==> src/hw/rtl/tkvc_pkg.sv <==
// shared types and constants of the top-k visit count selector
package tkvc_pkg;

  localparam int unsigned TOP_K_DEF = 5;
  localparam int unsigned MOVE_W    = 16;
  localparam int unsigned VISITS_W  = 31;
  localparam int unsigned VALUE_W   = 16;
  localparam int unsigned PRIOR_W   = 16;
  localparam int unsigned RANK_W    = 3;

  typedef struct packed {
    logic [MOVE_W-1:0]          move;
    logic [VISITS_W-1:0]        visits;
    logic signed [VALUE_W-1:0]  value;
    logic [PRIOR_W-1:0]         prior;
  } rec_t;

  typedef enum logic [1:0] {
    OP_HOLD,
    OP_INSERT,
    OP_SHIFT
  } cell_op_t;

  typedef enum logic {
    ST_FILL,
    ST_DRAIN
  } state_t;

endpackage

==> src/hw/rtl/tkvc_if.sv <==
// request and result channel interfaces of the top-k visit count selector
interface tkvc_in_if;
  logic                                   valid;
  logic                                   ready;
  logic [tkvc_pkg::MOVE_W-1:0]            move_code;
  logic [tkvc_pkg::VISITS_W-1:0]          visit_count;
  logic signed [tkvc_pkg::VALUE_W-1:0]    mean_value;
  logic [tkvc_pkg::PRIOR_W-1:0]           prior;
  logic                                   last_child;

  modport source (output valid, move_code, visit_count, mean_value, prior, last_child,
                  input ready);
  modport sink (input valid, move_code, visit_count, mean_value, prior, last_child,
                output ready);
endinterface

interface tkvc_out_if;
  logic                                   valid;
  logic                                   ready;
  logic [tkvc_pkg::RANK_W-1:0]            rank;
  logic [tkvc_pkg::MOVE_W-1:0]            out_move;
  logic [tkvc_pkg::VISITS_W-1:0]          out_visits;
  logic signed [tkvc_pkg::VALUE_W-1:0]    out_value;
  logic [tkvc_pkg::PRIOR_W-1:0]           out_prior;
  logic                                   last_of_run;

  modport source (output valid, rank, out_move, out_visits, out_value, out_prior, last_of_run,
                  input ready);
  modport sink (input valid, rank, out_move, out_visits, out_value, out_prior, last_of_run,
                output ready);
endinterface

==> src/hw/rtl/tkvc_cell.sv <==
// one slot of the sorted list: compare, insert, shift towards the head
module tkvc_cell (
  input  logic               clk,
  input  logic               rst_n,
  input  tkvc_pkg::cell_op_t op,
  input  tkvc_pkg::rec_t     new_rec,
  input  tkvc_pkg::rec_t     prev_rec,
  input  logic               prev_valid,
  input  logic               prev_ins,
  input  tkvc_pkg::rec_t     next_rec,
  input  logic               next_valid,
  output tkvc_pkg::rec_t     rec,
  output logic               valid,
  output logic               ins
);

  tkvc_pkg::rec_t rec_r, rec_nxt;
  logic           valid_r, valid_nxt;

  // new record goes ahead of an empty slot or a strictly smaller count
  assign ins = !valid_r || (rec_r.visits < new_rec.visits);

  always_comb begin
    rec_nxt   = rec_r;
    valid_nxt = valid_r;
    case (op)
      tkvc_pkg::OP_INSERT: begin
        if (ins) begin
          if (prev_ins) begin
            rec_nxt   = prev_rec;
            valid_nxt = prev_valid;
          end else begin
            rec_nxt   = new_rec;
            valid_nxt = 1'b1;
          end
        end
      end
      tkvc_pkg::OP_SHIFT: begin
        rec_nxt   = next_rec;
        valid_nxt = next_valid;
      end
      default: begin
        rec_nxt   = rec_r;
        valid_nxt = valid_r;
      end
    endcase
  end

  always_ff @(posedge clk) begin
    if (!rst_n) begin
      valid_r <= 1'b0;
    end else begin
      valid_r <= valid_nxt;
    end
  end

  always_ff @(posedge clk) begin
    rec_r <= rec_nxt;
  end

  assign rec   = rec_r;
  assign valid = valid_r;

endmodule

==> src/hw/rtl/top_k_by_visit_count.sv <==
// top level of the top-k visit count selector
// Keeps the TOP_K candidates with the largest visit counts in a chain of TOP_K compare cells,
// sorted in descending order, equal counts in arrival order. A request that is not marked
// last_child is taken one per cycle outside the drain, whatever the result side is doing. A
// request marked last_child is taken the same way and is followed by a drain of N results
// (N = filled slots, 1 to TOP_K), one per cycle while out_chan.ready is high; the head cell
// feeds the output register and the chain shifts up by one slot on each load, so the list is
// empty when the final result has been loaded. No request is taken during the drain. There
// is no clearing pass after reset.
module top_k_by_visit_count #(
  parameter int unsigned TOP_K = tkvc_pkg::TOP_K_DEF
) (
  input  logic            clk,
  input  logic            rst_n,
  tkvc_in_if.sink         in_chan,
  tkvc_out_if.source      out_chan
);

  localparam int unsigned CNT_W = (TOP_K > 1) ? $clog2(TOP_K) : 1;

  tkvc_pkg::state_t   state_r, state_nxt;
  tkvc_pkg::cell_op_t op;
  tkvc_pkg::rec_t     new_rec;
  logic               in_acc;
  logic               load;
  logic               drain_last;

  tkvc_pkg::rec_t     cell_rec  [TOP_K];
  logic               cell_valid[TOP_K];
  logic               cell_ins  [TOP_K];
  tkvc_pkg::rec_t     prev_rec  [TOP_K];
  logic               prev_valid[TOP_K];
  logic               prev_ins  [TOP_K];
  tkvc_pkg::rec_t     next_rec  [TOP_K];
  logic               next_valid[TOP_K];

  logic [CNT_W-1:0]   rank_cnt_r, rank_cnt_nxt;
  logic               out_valid_r, out_valid_nxt;
  tkvc_pkg::rec_t     out_rec_r;
  logic [tkvc_pkg::RANK_W-1:0] out_rank_r;
  logic               out_last_r;

  assign new_rec.move   = in_chan.move_code;
  assign new_rec.visits = in_chan.visit_count;
  assign new_rec.value  = in_chan.mean_value;
  assign new_rec.prior  = in_chan.prior;

  // neighbour wiring of the chain
  generate
    for (genvar i = 0; i < TOP_K; i++) begin : g_cell
      if (i == 0) begin : g_head
        assign prev_rec[i]   = new_rec;
        assign prev_valid[i] = 1'b1;
        assign prev_ins[i]   = 1'b0;
      end else begin : g_body
        assign prev_rec[i]   = cell_rec[i-1];
        assign prev_valid[i] = cell_valid[i-1];
        assign prev_ins[i]   = cell_ins[i-1];
      end
      if (i == TOP_K - 1) begin : g_tail
        assign next_rec[i]   = cell_rec[i];
        assign next_valid[i] = 1'b0;
      end else begin : g_inner
        assign next_rec[i]   = cell_rec[i+1];
        assign next_valid[i] = cell_valid[i+1];
      end

      tkvc_cell u_cell (
        .clk        (clk),
        .rst_n      (rst_n),
        .op         (op),
        .new_rec    (new_rec),
        .prev_rec   (prev_rec[i]),
        .prev_valid (prev_valid[i]),
        .prev_ins   (prev_ins[i]),
        .next_rec   (next_rec[i]),
        .next_valid (next_valid[i]),
        .rec        (cell_rec[i]),
        .valid      (cell_valid[i]),
        .ins        (cell_ins[i])
      );
    end
  endgenerate

  // the entry behind the head is empty: this is the final result
  assign drain_last = !next_valid[0];

  always_comb begin
    state_nxt = state_r;
    case (state_r)
      tkvc_pkg::ST_FILL: begin
        if (in_acc && in_chan.last_child) begin
          state_nxt = tkvc_pkg::ST_DRAIN;
        end
      end
      tkvc_pkg::ST_DRAIN: begin
        if (load && drain_last) begin
          state_nxt = tkvc_pkg::ST_FILL;
        end
      end
      default: begin
        state_nxt = tkvc_pkg::ST_FILL;
      end
    endcase
  end

  always_comb begin
    in_chan.ready = 1'b0;
    load          = 1'b0;
    op            = tkvc_pkg::OP_HOLD;
    case (state_r)
      tkvc_pkg::ST_FILL: begin
        in_chan.ready = 1'b1;
        if (in_chan.valid) begin
          op = tkvc_pkg::OP_INSERT;
        end
      end
      tkvc_pkg::ST_DRAIN: begin
        load = !out_valid_r || out_chan.ready;
        if (load) begin
          op = tkvc_pkg::OP_SHIFT;
        end
      end
      default: begin
        op = tkvc_pkg::OP_HOLD;
      end
    endcase
  end

  assign in_acc = in_chan.valid && in_chan.ready;

  always_comb begin
    rank_cnt_nxt = rank_cnt_r;
    if (load) begin
      rank_cnt_nxt = drain_last ? '0 : rank_cnt_r + 1'b1;
    end
    out_valid_nxt = out_valid_r;
    if (load) begin
      out_valid_nxt = 1'b1;
    end else if (out_chan.ready) begin
      out_valid_nxt = 1'b0;
    end
  end

  always_ff @(posedge clk) begin
    if (!rst_n) begin
      state_r     <= tkvc_pkg::ST_FILL;
      rank_cnt_r  <= '0;
      out_valid_r <= 1'b0;
    end else begin
      state_r     <= state_nxt;
      rank_cnt_r  <= rank_cnt_nxt;
      out_valid_r <= out_valid_nxt;
    end
  end

  always_ff @(posedge clk) begin
    if (load) begin
      out_rec_r  <= cell_rec[0];
      out_rank_r <= tkvc_pkg::RANK_W'(rank_cnt_r);
      out_last_r <= drain_last;
    end
  end

  assign out_chan.valid       = out_valid_r;
  assign out_chan.rank        = out_rank_r;
  assign out_chan.out_move    = out_rec_r.move;
  assign out_chan.out_visits  = out_rec_r.visits;
  assign out_chan.out_value   = out_rec_r.value;
  assign out_chan.out_prior   = out_rec_r.prior;
  assign out_chan.last_of_run = out_last_r;

endmodule

==> src/flat_wrapper.sv <==
// flat-port wrapper written by rule: the top's interface ports become plain ports
module top_k_by_visit_count_flat 
#(
  parameter int unsigned TOP_K = tkvc_pkg::TOP_K_DEF
)
  (clk, rst_n, in_chan_valid, in_chan_move_code, in_chan_visit_count, in_chan_mean_value, in_chan_prior, in_chan_last_child, in_chan_ready, out_chan_valid, out_chan_rank, out_chan_out_move, out_chan_out_visits, out_chan_out_value, out_chan_out_prior, out_chan_last_of_run, out_chan_ready);
  tkvc_in_if in_chan_i ();
  tkvc_out_if out_chan_i ();
  input  logic clk;
  input  logic rst_n;
  input wire logic [$bits(in_chan_i.valid)-1:0] in_chan_valid;
  input wire logic [$bits(in_chan_i.move_code)-1:0] in_chan_move_code;
  input wire logic [$bits(in_chan_i.visit_count)-1:0] in_chan_visit_count;
  input wire logic [$bits(in_chan_i.mean_value)-1:0] in_chan_mean_value;
  input wire logic [$bits(in_chan_i.prior)-1:0] in_chan_prior;
  input wire logic [$bits(in_chan_i.last_child)-1:0] in_chan_last_child;
  output wire logic [$bits(in_chan_i.ready)-1:0] in_chan_ready;
  output wire logic [$bits(out_chan_i.valid)-1:0] out_chan_valid;
  output wire logic [$bits(out_chan_i.rank)-1:0] out_chan_rank;
  output wire logic [$bits(out_chan_i.out_move)-1:0] out_chan_out_move;
  output wire logic [$bits(out_chan_i.out_visits)-1:0] out_chan_out_visits;
  output wire logic [$bits(out_chan_i.out_value)-1:0] out_chan_out_value;
  output wire logic [$bits(out_chan_i.out_prior)-1:0] out_chan_out_prior;
  output wire logic [$bits(out_chan_i.last_of_run)-1:0] out_chan_last_of_run;
  input wire logic [$bits(out_chan_i.ready)-1:0] out_chan_ready;
  assign in_chan_i.valid = in_chan_valid;
  assign in_chan_i.move_code = in_chan_move_code;
  assign in_chan_i.visit_count = in_chan_visit_count;
  assign in_chan_i.mean_value = in_chan_mean_value;
  assign in_chan_i.prior = in_chan_prior;
  assign in_chan_i.last_child = in_chan_last_child;
  assign in_chan_ready = in_chan_i.ready;
  assign out_chan_valid = out_chan_i.valid;
  assign out_chan_rank = out_chan_i.rank;
  assign out_chan_out_move = out_chan_i.out_move;
  assign out_chan_out_visits = out_chan_i.out_visits;
  assign out_chan_out_value = out_chan_i.out_value;
  assign out_chan_out_prior = out_chan_i.out_prior;
  assign out_chan_last_of_run = out_chan_i.last_of_run;
  assign out_chan_i.ready = out_chan_ready;
  top_k_by_visit_count #(.TOP_K(TOP_K)) u_core (.clk(clk), .rst_n(rst_n), .in_chan(in_chan_i), .out_chan(out_chan_i));
endmodule
==> config.mk <==
export PLATFORM = sky130hd
export DESIGN_NAME = top_k_by_visit_count_flat
export DESIGN_NICKNAME = d
export VERILOG_FILES = /design/src/hw/rtl/tkvc_pkg.sv /design/src/hw/rtl/tkvc_if.sv /design/src/hw/rtl/tkvc_cell.sv /design/src/hw/rtl/top_k_by_visit_count.sv /design/src/flat_wrapper.sv
export SDC_FILE = /design/constraint.sdc
export NUM_CORES = 1
export LEC_CHECK = 0
export BUFFER_PORTS_ARGS = -buffer_cell sky130_fd_sc_hd__buf_4
export CAP_MARGIN = 40
export CORE_MARGIN = 2
export CORE_UTILIZATION = 55
export CTS_CLUSTER_DIAMETER = 30
export DETAILED_ROUTE_END_ITERATION = 6
export GPL_ROUTABILITY_DRIVEN = 1
export PLACE_DENSITY_LB_ADDON = 0.2
export SLEW_MARGIN = 20
export SYNTH_ARGS = -nofsm -noshare
export SYNTH_HDL_FRONTEND = slang
export SYNTH_SLANG_ARGS = --single-unit
export TNS_END_PERCENT = 50
==> constraint.sdc <==
create_clock -name clk -period 4.9 [get_ports clk]
set_input_delay 0.49 -clock clk [delete_from_list [all_inputs] [get_ports clk]]
set_output_delay 0.49 -clock clk [all_outputs]
set_load 0.005 [all_outputs]
==> impl_metrics.prom, run 1 <==
# TYPE chip_impl_metric gauge
chip_impl_info{name="reg2reg_to",value="u_core.g_cell[2].u_cell.rec[66]$_DFFE_PP_"} 1
chip_impl_metric{name="placed_cells",unit=""} 2904
chip_impl_metric{name="route.detailed.vias_per_inst",unit=""} 6.23
chip_impl_metric{name="ys_async_sr_fraction",unit=""} 0
chip_impl_metric{name="timing.final.crit_period",unit="ps"} 3640
chip_impl_metric{name="power_leakage",unit="nW"} 12.3
chip_impl_metric{name="ctsHtreeMaxLevel",unit=""} 3
chip_impl_metric{name="timing.setup.tns",unit="ps"} 0
chip_impl_metric{name="drt_pass1_iterations",unit=""} 5
chip_impl_metric{name="std_cell_rows",unit=""} 78
chip_impl_info{name="dominantRegCellSynth",value="edfxtp_1"} 1
chip_impl_metric{name="report.power.total",unit="W"} 0.0157
chip_impl_metric{name="grt_max_degree",unit=""} 216
chip_impl_metric{name="placeableCoreArea",unit="um2"} 45500
chip_impl_metric{name="critPathMaxFanout",unit=""} 54
chip_impl_info{name="cts-root-buf",value="clkbuf_16"} 1
chip_impl_metric{name="io_buffer_count",unit=""} 168
chip_impl_metric{name="hpwlAfterDp",unit="um"} 40100
chip_impl_info{name="critPathLaunchType",value="flip-flop"} 1
chip_impl_metric{name="initial_utilization",unit=""} 0.557
chip_impl_metric{name="slew_headroom",unit=""} 0.306
chip_impl_metric{name="clock_sinks",unit=""} 488
chip_impl_info{name="reg2reg_from",value="u_core.g_cell[1].u_cell.rec[62]$_DFFE_PP_"} 1
chip_impl_info{name="min-delay-start",value="in_chan_last_child"} 1
chip_impl_metric{name="die_y",unit="um"} 219
chip_impl_metric{name="clk_latency",unit="ps"} 650
chip_impl_metric{name="post_cts_hold_buffer_count",unit=""} 0
chip_impl_metric{name="synthesis.yosys.warnings",unit=""} 0
chip_impl_metric{name="sequential_fraction_of_the_synthesis_area",unit=""} 0.574
chip_impl_metric{name="worst_ep_required_time",unit="ps"} 5230
chip_impl_info{name="critPathKind",value="reg2reg"} 1
chip_impl_metric{name="edff_count_synth",unit=""} 478
chip_impl_metric{name="worst_tran_pin_value",unit="ps"} 1040
chip_impl_metric{name="reg2reg_setup_slack",unit="ps"} 1260
chip_impl_metric{name="grt_overflow_total",unit=""} 0
chip_impl_metric{name="route.vias.total",unit=""} 19397
chip_impl_metric{name="synth_cell_types",unit=""} 52
chip_impl_metric{name="postSynthNetCount",unit=""} 2488
chip_impl_metric{name="rr_worst_depth",unit=""} 8
chip_impl_info{name="min_to",value="u_core.state_r$_SDFF_PN0_"} 1
chip_impl_metric{name="cts_post_setup_buffers_inserted",unit=""} 0
chip_impl_metric{name="avgSynthCellArea",unit="um2"} 11.3
chip_impl_metric{name="hold_slack",unit="ps"} 109
chip_impl_metric{name="fmaxAchievable",unit="MHz"} 275
chip_impl_metric{name="dieArea",unit="um2"} 47800
chip_impl_metric{name="timing.hold.worst_path_depth",unit=""} 3
chip_impl_metric{name="numCtsBuffers",unit=""} 108
chip_impl_metric{name="finalClockSkew",unit="ps"} 23.8
chip_impl_metric{name="ctsResizeCount",unit=""} 0
chip_impl_metric{name="setup_viol",unit=""} 0
chip_impl_metric{name="postSynthCellCount",unit=""} 2253
chip_impl_metric{name="layout_worst_path_cycle_share",unit=""} 0.742
chip_impl_metric{name="max-clock-path-buffers",unit=""} 3
chip_impl_info{name="rsz0062_at_grt",value="no"} 1
chip_impl_metric{name="io_pins",unit=""} 169
chip_impl_metric{name="globalRouteTotalUtil",unit=""} 0.292
chip_impl_metric{name="irDropWorstVdd",unit="uV"} 280
chip_impl_metric{name="post_route_cells_drive_above_1_share",unit=""} 0.202
chip_impl_metric{name="die_w",unit="um"} 219
chip_impl_metric{name="grt_pass1_vias",unit=""} 19297
chip_impl_metric{name="powerDensity",unit="nW/um2"} 507
chip_impl_metric{name="final_weighted_congestion_in_routability_driven_placement",unit=""} 0.897
chip_impl_info{name="status",value="finished, final reports clean"} 1
chip_impl_metric{name="initial_antenna_violation_count",unit=""} 3
chip_impl_metric{name="clk_transition_reported_paths",unit="ps"} 50
chip_impl_metric{name="timing.final.hold_violations",unit=""} 0
chip_impl_metric{name="preCtsSetupSlack",unit="ps"} 926
chip_impl_metric{name="worst_slack",unit="ps"} 1260
chip_impl_metric{name="layout.nets",unit=""} 2651
chip_impl_info{name="critical_path.cell_chain",value="ha_1 > nand4_1 > nor3_1 > nand3_1 > o21ai_4 > buf_4 > buf_4 > a221oi_1"} 1
chip_impl_metric{name="cap_violations",unit=""} 0
chip_impl_info{name="min_path_type",value="in2reg"} 1
chip_impl_metric{name="critical_path.max_stage_delay",unit="ps"} 780
chip_impl_metric{name="wl_per_cell",unit="um"} 22.6
chip_impl_metric{name="grt_first_pass_wirelength",unit="um"} 108000
chip_impl_metric{name="drt-initial-drc-count",unit=""} 2078
chip_impl_info{name="critPathCaptureType",value="flip-flop"} 1
chip_impl_metric{name="drc_errors",unit=""} 0
chip_impl_metric{name="synth_to_layout_area_growth",unit="%"} 21.9
chip_impl_info{name="cts_tree",value="built"} 1
chip_impl_metric{name="post_layout_nonfiller_instances",unit=""} 3111
chip_impl_metric{name="yosys_register_bits",unit=""} 488
chip_impl_metric{name="syn-cell-area",unit="um2"} 25300
chip_impl_info{name="cell_seen_most_often_among_critical_path_stages",value="buf_4"} 1
chip_impl_info{name="critical-path-slowest-cell",value="buf_4"} 1
chip_impl_metric{name="final_max_slew_viol_count",unit=""} 0
chip_impl_metric{name="cp.arrival",unit="ps"} 3970
chip_impl_metric{name="post_route_antenna_net_violation_count",unit=""} 0
chip_impl_metric{name="final_routed_wirelength",unit="um"} 70300
## registers in the layout, indices dropped and copies added, names as in the netlist
name,flops
u_core.out_chan.out_prior,16
u_core.state_r,1
u_core.g_cell.u_cell.valid,5
u_core.out_chan.out_value,16
u_core.out_chan.last_of_run,1
u_core.rank_cnt_r,3
u_core.out_chan.out_move,16
u_core.g_cell.u_cell.rec,395
u_core.out_chan.out_visits,31
u_core.out_chan.valid,1
u_core.out_chan.rank,3
## cells in the final DEF (no fill, tap or decap), types with 7 or more instances in the layout
cell type,netlist,layout
nor2b_1,7,7
ha_1,151,151
bufinv_16,0,13
o21ai_0,53,53
buf_12,0,12
nand3_1,73,73
inv_6,0,10
clkinv_1,0,7
nand4_1,17,17
clkbuf_1,89,12
nor2_1,520,520
a221oi_2,40,40
a221oi_1,119,119
a21o_1,21,17
clkinv_4,0,11
clkbuf_16,0,111
dfxtp_1,10,10
o211ai_1,52,52
mux2i_1,30,30
mux2_1,13,13
clkinvlp_4,0,12
a21oi_1,91,91
buf_4,10,185
mux2_2,66,66
inv_1,35,34
nand2_1,269,264
clkinv_2,0,16
edfxtp_1,478,478
## routing by layer
layer	GRT usage	vias up	routed length, um
met5	0	-	13
met4	0.118	2	1820
met3	0.0476	127	5650
met2	0.469	976	33300
met1	0.398	9542	29500
li1	-	8750	-
## logic make-up (layout without fill, tap and decap cells)
group,Yosys count,count (layout),share of synthesized area
AO/OA/AOI/OAI,414,414,0.127
adder cells (fa/ha/maj),151,151,0.0745
buffers and inverters,181,437,0.0336
flip-flops,488,488,0.574
multiplexers,109,109,0.0469
other,0,2,0
AND/OR/NAND/NOR,910,910,0.144
## Yosys cell counts, types with 23 or more instances
cell,n,area [um2]
ha_1,151,1890
nand3_1,73,365
clkbuf_1,89,334
nor2_1,520,1950
mux2_2,66,743
nand2_1,269,1010
inv_1,35,131
o21ai_0,53,265
mux2i_1,30,300
edfxtp_1,478,14400
a221oi_2,40,601
a21oi_1,91,455
a221oi_1,119,1040
o211ai_1,52,390
buf_2,23,115
## final cells by class
cell class | instances | area, um2
multi-input combinational | 1584 | 10000
tap | 600 | 751
clock buffer | 128 | 2890
inverter | 35 | 139
antenna | 2 | 5.00
fill | 3386 | 14600
sequential | 488 | 14600
timing repair buffer | 199 | 1680
clock inverter | 75 | 847
## worst max path at each step
stage	startpoint	endpoint	cells past startpoint
floorplan	in_chan_valid	u_core.g_cell[4].u_cell.rec[0]$_DFFE_PP_	2
global placement	in_chan_visit_count[4]	u_core.g_cell[3].u_cell.rec[66]$_DFFE_PP_	11
detailed placement	in_chan_visit_count[13]	u_core.g_cell[3].u_cell.rec[32]$_DFFE_PP_	11
CTS	u_core.g_cell[2].u_cell.rec[45]$_DFFE_PP_	u_core.g_cell[3].u_cell.rec[32]$_DFFE_PP_	9
global route	u_core.g_cell[2].u_cell.rec[45]$_DFFE_PP_	u_core.g_cell[3].u_cell.rec[28]$_DFFE_PP_	9
finish	u_core.g_cell[1].u_cell.rec[62]$_DFFE_PP_	u_core.g_cell[2].u_cell.rec[66]$_DFFE_PP_	8
## where the power goes
part,internal [W],switching (W)
clock network,0.00492,0.00244
logic,0.000946,0.00146
registers,0.00550,0.000408
## through the flow
stage / area, um2 / util
2_1_floorplan: 25300 / -
4_1_cts: 30900 / 0.679
3_5_place_dp: 27100 / 0.596
3_3_place_gp: 27000 / 0.595
6_report: 30900 / 0.680
5_1_grt: 30900 / 0.680
## worst max-delay path: cells and delay by family, from the launching register on
family | cells | cell delay (ps)
fa+ha+maj | 1 | 370
buf+inv | 2 | 1230
flops | 1 | 420
simple gates | 3 | 810
compound gates | 2 | 420
No activity file was read; power rests on OpenSTA's default activity.
==> inputs of run 2 (changes only) <==
--- a/config.mk
+++ b/config.mk
@@ -8,7 +8,7 @@
 export BUFFER_PORTS_ARGS = -buffer_cell sky130_fd_sc_hd__buf_4
 export CAP_MARGIN = 40
 export CORE_MARGIN = 2
-export CORE_UTILIZATION = 55
+export CORE_UTILIZATION = 61
 export CTS_CLUSTER_DIAMETER = 30
 export DETAILED_ROUTE_END_ITERATION = 6
 export GPL_ROUTABILITY_DRIVEN = 1
==> constraint.sdc (replaced) <==
create_clock -name clk -period 3.4 [get_ports clk]
set_input_delay 0.34 -clock clk [delete_from_list [all_inputs] [get_ports clk]]
set_output_delay 0.34 -clock clk [all_outputs]
set_load 0.005 [all_outputs]
==> run 2 against run 1 <==
  * Total power is 38% higher
  * Clock skew increased by 9.0 ps
  * Sequential power is 44% higher
  * Worst setup slack got worse by 1100 ps
  * Register-to-register slack got worse by 1100 ps
  * Routed wire length up 0.93%
  * Critical endpoint is now u_core.g_cell[3].u_cell.rec[44]$_DFFE_PP_
  * Critical path type unchanged
  * Flip-flop and latch count stayed put
  * Non-clock buffer count up 23
  * Hold slack got worse by 84 ps
==> impl_metrics.prom, run 2 (synthesis results as in run 1) <==
# TYPE chip_impl_metric gauge
chip_impl_info{name="status",value="finished, final reports clean"} 1
chip_impl_metric{name="cts_post_setup_buffers_inserted",unit=""} 0
chip_impl_info{name="globalRoute.busiestLayer",value="met2"} 1
chip_impl_metric{name="drt_pass1_iterations",unit=""} 6
chip_impl_metric{name="clk_transition_reported_paths",unit="ps"} 50
chip_impl_metric{name="numCtsBuffers",unit=""} 101
chip_impl_info{name="most-common-layout-cells",value="nor2_1 (520), edfxtp_1 (478), nand2_1 (264), buf_4 (200), ha_1 (151)"} 1
chip_impl_metric{name="setup_viol",unit=""} 0
chip_impl_info{name="critPathCaptureType",value="flip-flop"} 1
chip_impl_info{name="min_path_type",value="in2reg"} 1
chip_impl_metric{name="post_route_cells_drive_above_1_share",unit=""} 0.203
chip_impl_metric{name="timing.hold.worst_path_depth",unit=""} 2
chip_impl_metric{name="io_pins",unit=""} 169
chip_impl_info{name="critPathKind",value="reg2reg"} 1
chip_impl_metric{name="ctsHtreeMaxLevel",unit=""} 3
chip_impl_metric{name="globalRouteTotalUtil",unit=""} 0.323
chip_impl_metric{name="synth_to_layout_area_growth",unit="%"} 21.0
chip_impl_info{name="cts_tree",value="built"} 1
chip_impl_metric{name="gr-usage-met2",unit=""} 0.514
chip_impl_metric{name="drc_errors",unit=""} 0
chip_impl_metric{name="die_y",unit="um"} 208
chip_impl_metric{name="wl_per_cell",unit="um"} 23.3
chip_impl_metric{name="route.detailed.vias_per_inst",unit=""} 6.52
chip_impl_metric{name="powerDensity",unit="nW/um2"} 707
chip_impl_metric{name="route.vias.total",unit=""} 19879
chip_impl_metric{name="drt-initial-drc-count",unit=""} 2273
chip_impl_metric{name="cap_violations",unit=""} 0
chip_impl_metric{name="grtUsageMet1",unit=""} 0.439
chip_impl_metric{name="std_cell_rows",unit=""} 74
chip_impl_metric{name="worst_tran_pin_value",unit="ps"} 800
chip_impl_metric{name="global_route.usage.met3",unit=""} 0.0614
chip_impl_metric{name="timing.final.crit_period",unit="ps"} 3270
chip_impl_metric{name="finalClockSkew",unit="ps"} 32.9
chip_impl_metric{name="power_leakage",unit="nW"} 12.2
chip_impl_metric{name="largest_register_ffs",unit=""} 395
chip_impl_info{name="critPathLaunchType",value="flip-flop"} 1
chip_impl_metric{name="placeableCoreArea",unit="um2"} 40900
chip_impl_metric{name="grt_overflow_total",unit=""} 0
chip_impl_metric{name="grt_max_degree",unit=""} 104
chip_impl_metric{name="io_buffer_count",unit=""} 168
chip_impl_metric{name="cp.arrival",unit="ps"} 3680
chip_impl_metric{name="irDropWorstVdd",unit="uV"} 483
chip_impl_metric{name="clock_sinks",unit=""} 488
chip_impl_info{name="min-delay-start",value="in_chan_mean_value[15]"} 1
chip_impl_metric{name="fill_cells",unit=""} 2634
chip_impl_info{name="reg2reg_to",value="u_core.g_cell[3].u_cell.rec[44]$_DFFE_PP_"} 1
chip_impl_metric{name="clk_latency",unit="ps"} 650
chip_impl_metric{name="placed_cells",unit=""} 2859
chip_impl_metric{name="grt_pass1_vias",unit=""} 20172
chip_impl_metric{name="fmaxAchievable",unit="MHz"} 306
chip_impl_info{name="reg2reg_from",value="u_core.g_cell[2].u_cell.rec[62]$_DFFE_PP_"} 1
chip_impl_info{name="rsz0062_at_grt",value="no"} 1
chip_impl_metric{name="slew_headroom",unit=""} 0.467
chip_impl_metric{name="timing.final.hold_violations",unit=""} 0
chip_impl_metric{name="post_layout_nonfiller_instances",unit=""} 3048
chip_impl_info{name="layout_commonest_cell",value="nor2_1"} 1
chip_impl_metric{name="die_w",unit="um"} 208
chip_impl_metric{name="layout.nets",unit=""} 2667
chip_impl_metric{name="timing.setup.tns",unit="ps"} 0
chip_impl_info{name="cts-root-buf",value="clkbuf_16"} 1
chip_impl_metric{name="worst_ep_required_time",unit="ps"} 3810
chip_impl_metric{name="hpwlAfterDp",unit="um"} 41800
chip_impl_metric{name="critPathMaxFanout",unit=""} 17
chip_impl_metric{name="num_antenna_cells",unit=""} 0
chip_impl_metric{name="max-clock-path-buffers",unit=""} 3
chip_impl_metric{name="initial_antenna_violation_count",unit=""} 2
chip_impl_metric{name="reg2reg_setup_slack",unit="ps"} 130
chip_impl_metric{name="layout_worst_path_cycle_share",unit=""} 0.962
chip_impl_metric{name="dieArea",unit="um2"} 43200
chip_impl_metric{name="final_max_slew_viol_count",unit=""} 0
chip_impl_metric{name="rr_worst_depth",unit=""} 9
chip_impl_metric{name="final_routed_wirelength",unit="um"} 70900
chip_impl_metric{name="post_route_antenna_net_violation_count",unit=""} 0
chip_impl_metric{name="initial_utilization",unit=""} 0.619
chip_impl_metric{name="final_weighted_congestion_in_routability_driven_placement",unit=""} 0.934
chip_impl_info{name="min_to",value="u_core.g_cell[4].u_cell.rec[31]$_DFFE_PP_"} 1
chip_impl_metric{name="grt_first_pass_wirelength",unit="um"} 111000
-- run 2: worst max-delay path, stage by stage (launching register included) --
cell and delay (ps):
edfxtp_1 460, ha_1 350, nand4_1 200, nor3_1 470
nor4b_2 500, buf_4 210, a21o_4 160, nand2_4 80
buf_4 260, a221oi_1 360
-- run 2: metal layers --
metal / vias to the layer above / wire length, um
met5: - / 28
met4: 4 / 2190
met3: 160 / 6910
met2: 1173 / 33600
met1: 9774 / 28200
li1: 8768 / -
-- run 2: worst max path at each step --
stage	from	end	slack, ps
finish	u_core.g_cell[2].u_cell.rec[62]$_DFFE_PP_	u_core.g_cell[3].u_cell.rec[44]$_DFFE_PP_	130
global route	u_core.g_cell[2].u_cell.rec[62]$_DFFE_PP_	u_core.g_cell[3].u_cell.rec[44]$_DFFE_PP_	80
CTS	u_core.g_cell[2].u_cell.rec[62]$_DFFE_PP_	u_core.g_cell[3].u_cell.rec[44]$_DFFE_PP_	20
detailed placement	in_chan_visit_count[29]	u_core.g_cell[3].u_cell.rec[29]$_DFFE_PP_	-20
global placement	in_chan_visit_count[30]	u_core.g_cell[3].u_cell.rec[35]$_DFFE_PP_	30
floorplan	out_chan_ready	u_core.out_chan.last_of_run$_DFFE_PP_	-670
-- run 2: area by class of cell --
class | count | area, um2 | share of cell area
clock inverters | 77 | 717 | 0.0234
clock buffers | 110 | 2630 | 0.0856
inverters | 35 | 139 | 0.00453
well taps | 532 | 666 | 0.0217
repair buffers | 222 | 1930 | 0.0629
flip-flops and latches | 488 | 14600 | 0.475
multi-input cells | 1584 | 10000 | 0.327
-- run 2: timing repair --
action                                  in CTS  in global routing
hold buffers                                 2                  0
resized for setup                            0                  1
endpoints found under the setup margin       0                158
endpoints found under the hold margin        1                  0
-- run 2: power by group --
group | internal (W) | total (W) | leakage, nW | switching (W)
Sequential | 0.00793 | 0.00852 | 4.71 | 0.000591
Combinational | 0.00141 | 0.00355 | 5.87 | 0.00214
Clock | 0.00621 | 0.00963 | 1.61 | 0.00342
Total | 0.0155 | 0.0217 | 12.2 | 0.00615
-- run 2: metrics by stage --
step                      power [W]  cell area, um2  setup slack (ps)   util  hold WS (ps)
after floorplan              0.0107           25400              -672      -           419
final                        0.0217           30700               130  0.749          25.1
after detailed placement     0.0120           27300             -16.5  0.667           435
after CTS                    0.0217           30700              20.2  0.749          13.1
after global routing         0.0224           30700              81.9  0.749          25.7
after global placement       0.0119           27300              26.5  0.666           433
==> inputs of run 3 (changes only) <==
--- a/config.mk
+++ b/config.mk
@@ -12,7 +12,7 @@
 export CTS_CLUSTER_DIAMETER = 30
 export DETAILED_ROUTE_END_ITERATION = 6
 export GPL_ROUTABILITY_DRIVEN = 1
-export PLACE_DENSITY_LB_ADDON = 0.2
+export PLACE_DENSITY = 0.85
 export SLEW_MARGIN = 20
 export SYNTH_ARGS = -nofsm -noshare
 export SYNTH_HDL_FRONTEND = slang
==> constraint.sdc (replaced) <==
create_clock -name clk -period 3.1 [get_ports clk]
set_input_delay 0.31 -clock clk [delete_from_list [all_inputs] [get_ports clk]]
set_output_delay 0.31 -clock clk [all_outputs]
set_load 0.005 [all_outputs]
==> run 3 against run 2 <==
  * Sequential share of layout area decreased by 2.1 points
  * Hold slack got worse by 14 ps
  * First-iteration DRC count increased by 20%
  * Global-route usage increased by 1.5 points
  * Non-clock buffer count increased by 69
  * Largest power group unchanged
==> impl_metrics.prom, run 3 (synthesis results as in run 1) <==
# TYPE chip_impl_metric gauge
chip_impl_metric{name="synth_to_layout_area_growth",unit="%"} 26.6
chip_impl_metric{name="worst_tran_pin_value",unit="ps"} 1160
chip_impl_metric{name="std_cell_rows",unit=""} 74
chip_impl_metric{name="preCtsSetupSlack",unit="ps"} -421
chip_impl_metric{name="io_buffer_count",unit=""} 168
chip_impl_metric{name="setup_viol",unit=""} 0
chip_impl_metric{name="hold_slack",unit="ps"} 11.0
chip_impl_info{name="cp-startpoint",value="u_core.g_cell[3].u_cell.rec[62]$_DFFE_PP_"} 1
chip_impl_info{name="status",value="finished, final reports clean"} 1
chip_impl_metric{name="final_routed_wirelength",unit="um"} 74700
chip_impl_info{name="most-common-layout-cells",value="nor2_1 (520), edfxtp_1 (478), nand2_1 (264), buf_4 (228), ha_1 (151)"} 1
chip_impl_metric{name="grt_first_pass_wirelength",unit="um"} 116000
chip_impl_metric{name="final_max_slew_viol_count",unit=""} 0
chip_impl_metric{name="rr_worst_depth",unit=""} 9
chip_impl_metric{name="dieArea",unit="um2"} 43200
chip_impl_metric{name="cp.arrival",unit="ps"} 3450
chip_impl_metric{name="drt_pass1_iterations",unit=""} 6
chip_impl_info{name="cts_tree",value="built"} 1
chip_impl_metric{name="ctsHtreeMaxLevel",unit=""} 3
chip_impl_info{name="critPathLaunchType",value="flip-flop"} 1
chip_impl_metric{name="cap_violations",unit=""} 0
chip_impl_metric{name="globalRouteTotalUtil",unit=""} 0.339
chip_impl_metric{name="powerDensity",unit="nW/um2"} 808
chip_impl_metric{name="hpwlAfterDp",unit="um"} 44000
chip_impl_metric{name="path_buf_inv",unit=""} 2
chip_impl_metric{name="die_y",unit="um"} 208
chip_impl_metric{name="max-clock-path-buffers",unit=""} 3
chip_impl_metric{name="final_weighted_congestion_in_routability_driven_placement",unit=""} 0.917
chip_impl_metric{name="initial_utilization",unit=""} 0.619
chip_impl_metric{name="numCtsBuffers",unit=""} 104
chip_impl_metric{name="post_route_cells_drive_above_1_share",unit=""} 0.221
chip_impl_metric{name="io_pins",unit=""} 169
chip_impl_metric{name="finalClockSkew",unit="ps"} 30.2
chip_impl_info{name="critical_path.cell_chain",value="ha_1 > nand4_1 > nor4_2 > nand2_1 > a31oi_2 > o21ai_4 > buf_12 > buf_4 > mux2_1"} 1
chip_impl_metric{name="critical_path.max_stage_delay",unit="ps"} 430
chip_impl_metric{name="grt_pass1_vias",unit=""} 21052
chip_impl_metric{name="layout_worst_path_cycle_share",unit=""} 0.992
chip_impl_metric{name="slew_headroom",unit=""} 0.229
chip_impl_metric{name="clk_transition_reported_paths",unit="ps"} 50
chip_impl_info{name="critical-path-slowest-cell",value="edfxtp_1"} 1
chip_impl_metric{name="drt-initial-drc-count",unit=""} 2730
chip_impl_info{name="critPathCaptureType",value="flip-flop"} 1
chip_impl_metric{name="worst_slack",unit="ps"} 25.1
chip_impl_metric{name="initial_antenna_violation_count",unit=""} 5
chip_impl_metric{name="timing.final.hold_violations",unit=""} 0
chip_impl_metric{name="critPathMaxFanout",unit=""} 14
chip_impl_info{name="critPathKind",value="reg2reg"} 1
chip_impl_metric{name="reg2reg_setup_slack",unit="ps"} 30
chip_impl_metric{name="route.detailed.vias_per_inst",unit=""} 6.63
chip_impl_metric{name="route.vias.total",unit=""} 20759
chip_impl_metric{name="placeableCoreArea",unit="um2"} 40900
chip_impl_metric{name="die_w",unit="um"} 208
chip_impl_metric{name="timing.final.crit_period",unit="ps"} 3070
chip_impl_info{name="layout_commonest_cell",value="nor2_1"} 1
chip_impl_info{name="min_path_type",value="in2reg"} 1
chip_impl_metric{name="grt_overflow_total",unit=""} 0
chip_impl_info{name="cts-root-buf",value="clkbuf_16"} 1
chip_impl_metric{name="layout.nets",unit=""} 2739
chip_impl_metric{name="fmaxAchievable",unit="MHz"} 325
chip_impl_metric{name="wl_per_cell",unit="um"} 23.8
chip_impl_metric{name="irDropWorstVdd",unit="uV"} 683
chip_impl_metric{name="path_length_in_cells_of_the_critical_path",unit=""} 9
chip_impl_metric{name="power_leakage",unit="nW"} 12.9
chip_impl_info{name="reg2reg_from",value="u_core.g_cell[3].u_cell.rec[62]$_DFFE_PP_"} 1
chip_impl_info{name="timing.critical_path.max_delay_family",value="simple AND/OR/NAND/NOR gates"} 1
chip_impl_metric{name="post_route_antenna_net_violation_count",unit=""} 0
chip_impl_metric{name="clk_latency",unit="ps"} 650
chip_impl_metric{name="grt_max_degree",unit=""} 237
chip_impl_metric{name="worst_ep_required_time",unit="ps"} 3470
chip_impl_info{name="worst_setup_path_endpoint",value="u_core.g_cell[4].u_cell.rec[31]$_DFFE_PP_"} 1
chip_impl_metric{name="drc_errors",unit=""} 0
chip_impl_metric{name="report.power.total",unit="W"} 0.0259
chip_impl_metric{name="clock_sinks",unit=""} 488
chip_impl_metric{name="largest_register_ffs",unit=""} 395
chip_impl_info{name="reg2reg_to",value="u_core.g_cell[4].u_cell.rec[31]$_DFFE_PP_"} 1
run 3: changes by cell type in the layout (fill, tap and decap cells not counted), sizes merged:
cell,change
buf,+44
dlygate4sd3,+24
bufinv,+18
clkinvlp,-9
clkbuf,+6
diode,+3
inv,-3
run 3: where the power goes:
part / switching, W / internal, W / leakage (nW) / total, W
Sequential: 0.000659 / 0.00869 / 4.71 / 0.00935
Clock: 0.00394 / 0.00847 / 1.91 / 0.0124
Combinational: 0.00246 / 0.00170 / 6.28 / 0.00416
run 3: worst min path at each step:
| stage | cells after the start | startpoint | slack (ps) | endpoint |
|---|---|---|---|---|
| finish | 3 | in_chan_prior[14] | 10 | u_core.g_cell[0].u_cell.rec[14]$_DFFE_PP_ |
| global route | 2 | in_chan_prior[11] | 10 | u_core.g_cell[4].u_cell.rec[11]$_DFFE_PP_ |
| CTS | 2 | in_chan_mean_value[10] | 2 | u_core.g_cell[4].u_cell.rec[26]$_DFFE_PP_ |
| detailed placement | 0 | u_core.g_cell[0].u_cell.rec[73]$_DFFE_PP_ | 430 | u_core.out_chan.out_move[10]$_DFFE_PP_ |
| global placement | 0 | u_core.g_cell[0].u_cell.rec[28]$_DFFE_PP_ | 430 | u_core.out_chan.out_value[12]$_DFFE_PP_ |
| floorplan | 0 | u_core.rank_cnt_r[2]$_SDFFE_PN0P_ | 420 | u_core.out_chan.rank[2]$_DFFE_PP_ |
run 3: final cells by class:
class / instances / area (um2)
Sequential cell: 488 / 14600
Multi-Input combinational cell: 1584 / 10100
Fill cell: 2254 / 8840
Timing Repair Buffer: 291 / 2700
Clock buffer: 115 / 2680
Clock inverter: 83 / 1260
Tap cell: 532 / 666
Inverter: 35 / 139
Antenna cell: 3 / 7.51
run 3: through the flow:
stage	cells	TNS, ps	cell area [um2]	util
after floorplan	2253	-14480	25400	-
after global placement	2899	-42120	27700	0.678
after detailed placement	2899	-63470	27700	0.678
after CTS	3126	0	32000	0.782
after global routing	3130	-56.2	32100	0.784
final	3131	0	32100	0.784
run 3: worst register-to-register path: cells and delay by family (launching register included):
family	cells	cell delay, ps
buffers and inverters	2	390
AO/OA/AOI/OAI	2	460
adder cells (fa/ha/maj)	1	330
AND/OR/NAND/NOR	3	880
flip-flops	1	430
multiplexers	1	330
run 3: routing by layer:
metal  vias to the layer above  global-route usage  share of wire  routed length, um
met5                         -                   0        0.00044                 33
met4                         4               0.174          0.039               2880
met3                       236              0.0634           0.10               7750
met2                      1510               0.552           0.48              36200
met1                     10081               0.435           0.37              27800
li1                       8928                   -              -                  -
run 3: timing repair:
item / CTS / global route
cloned: 0 / 1
setup endpoints to repair: 191 / 266
buffers inserted: 3 / 1
pin swaps: 1 / 2
endpoints found under the hold margin: 38 / 0
resized for setup: 4 / 13
hold buffers: 26 / 0
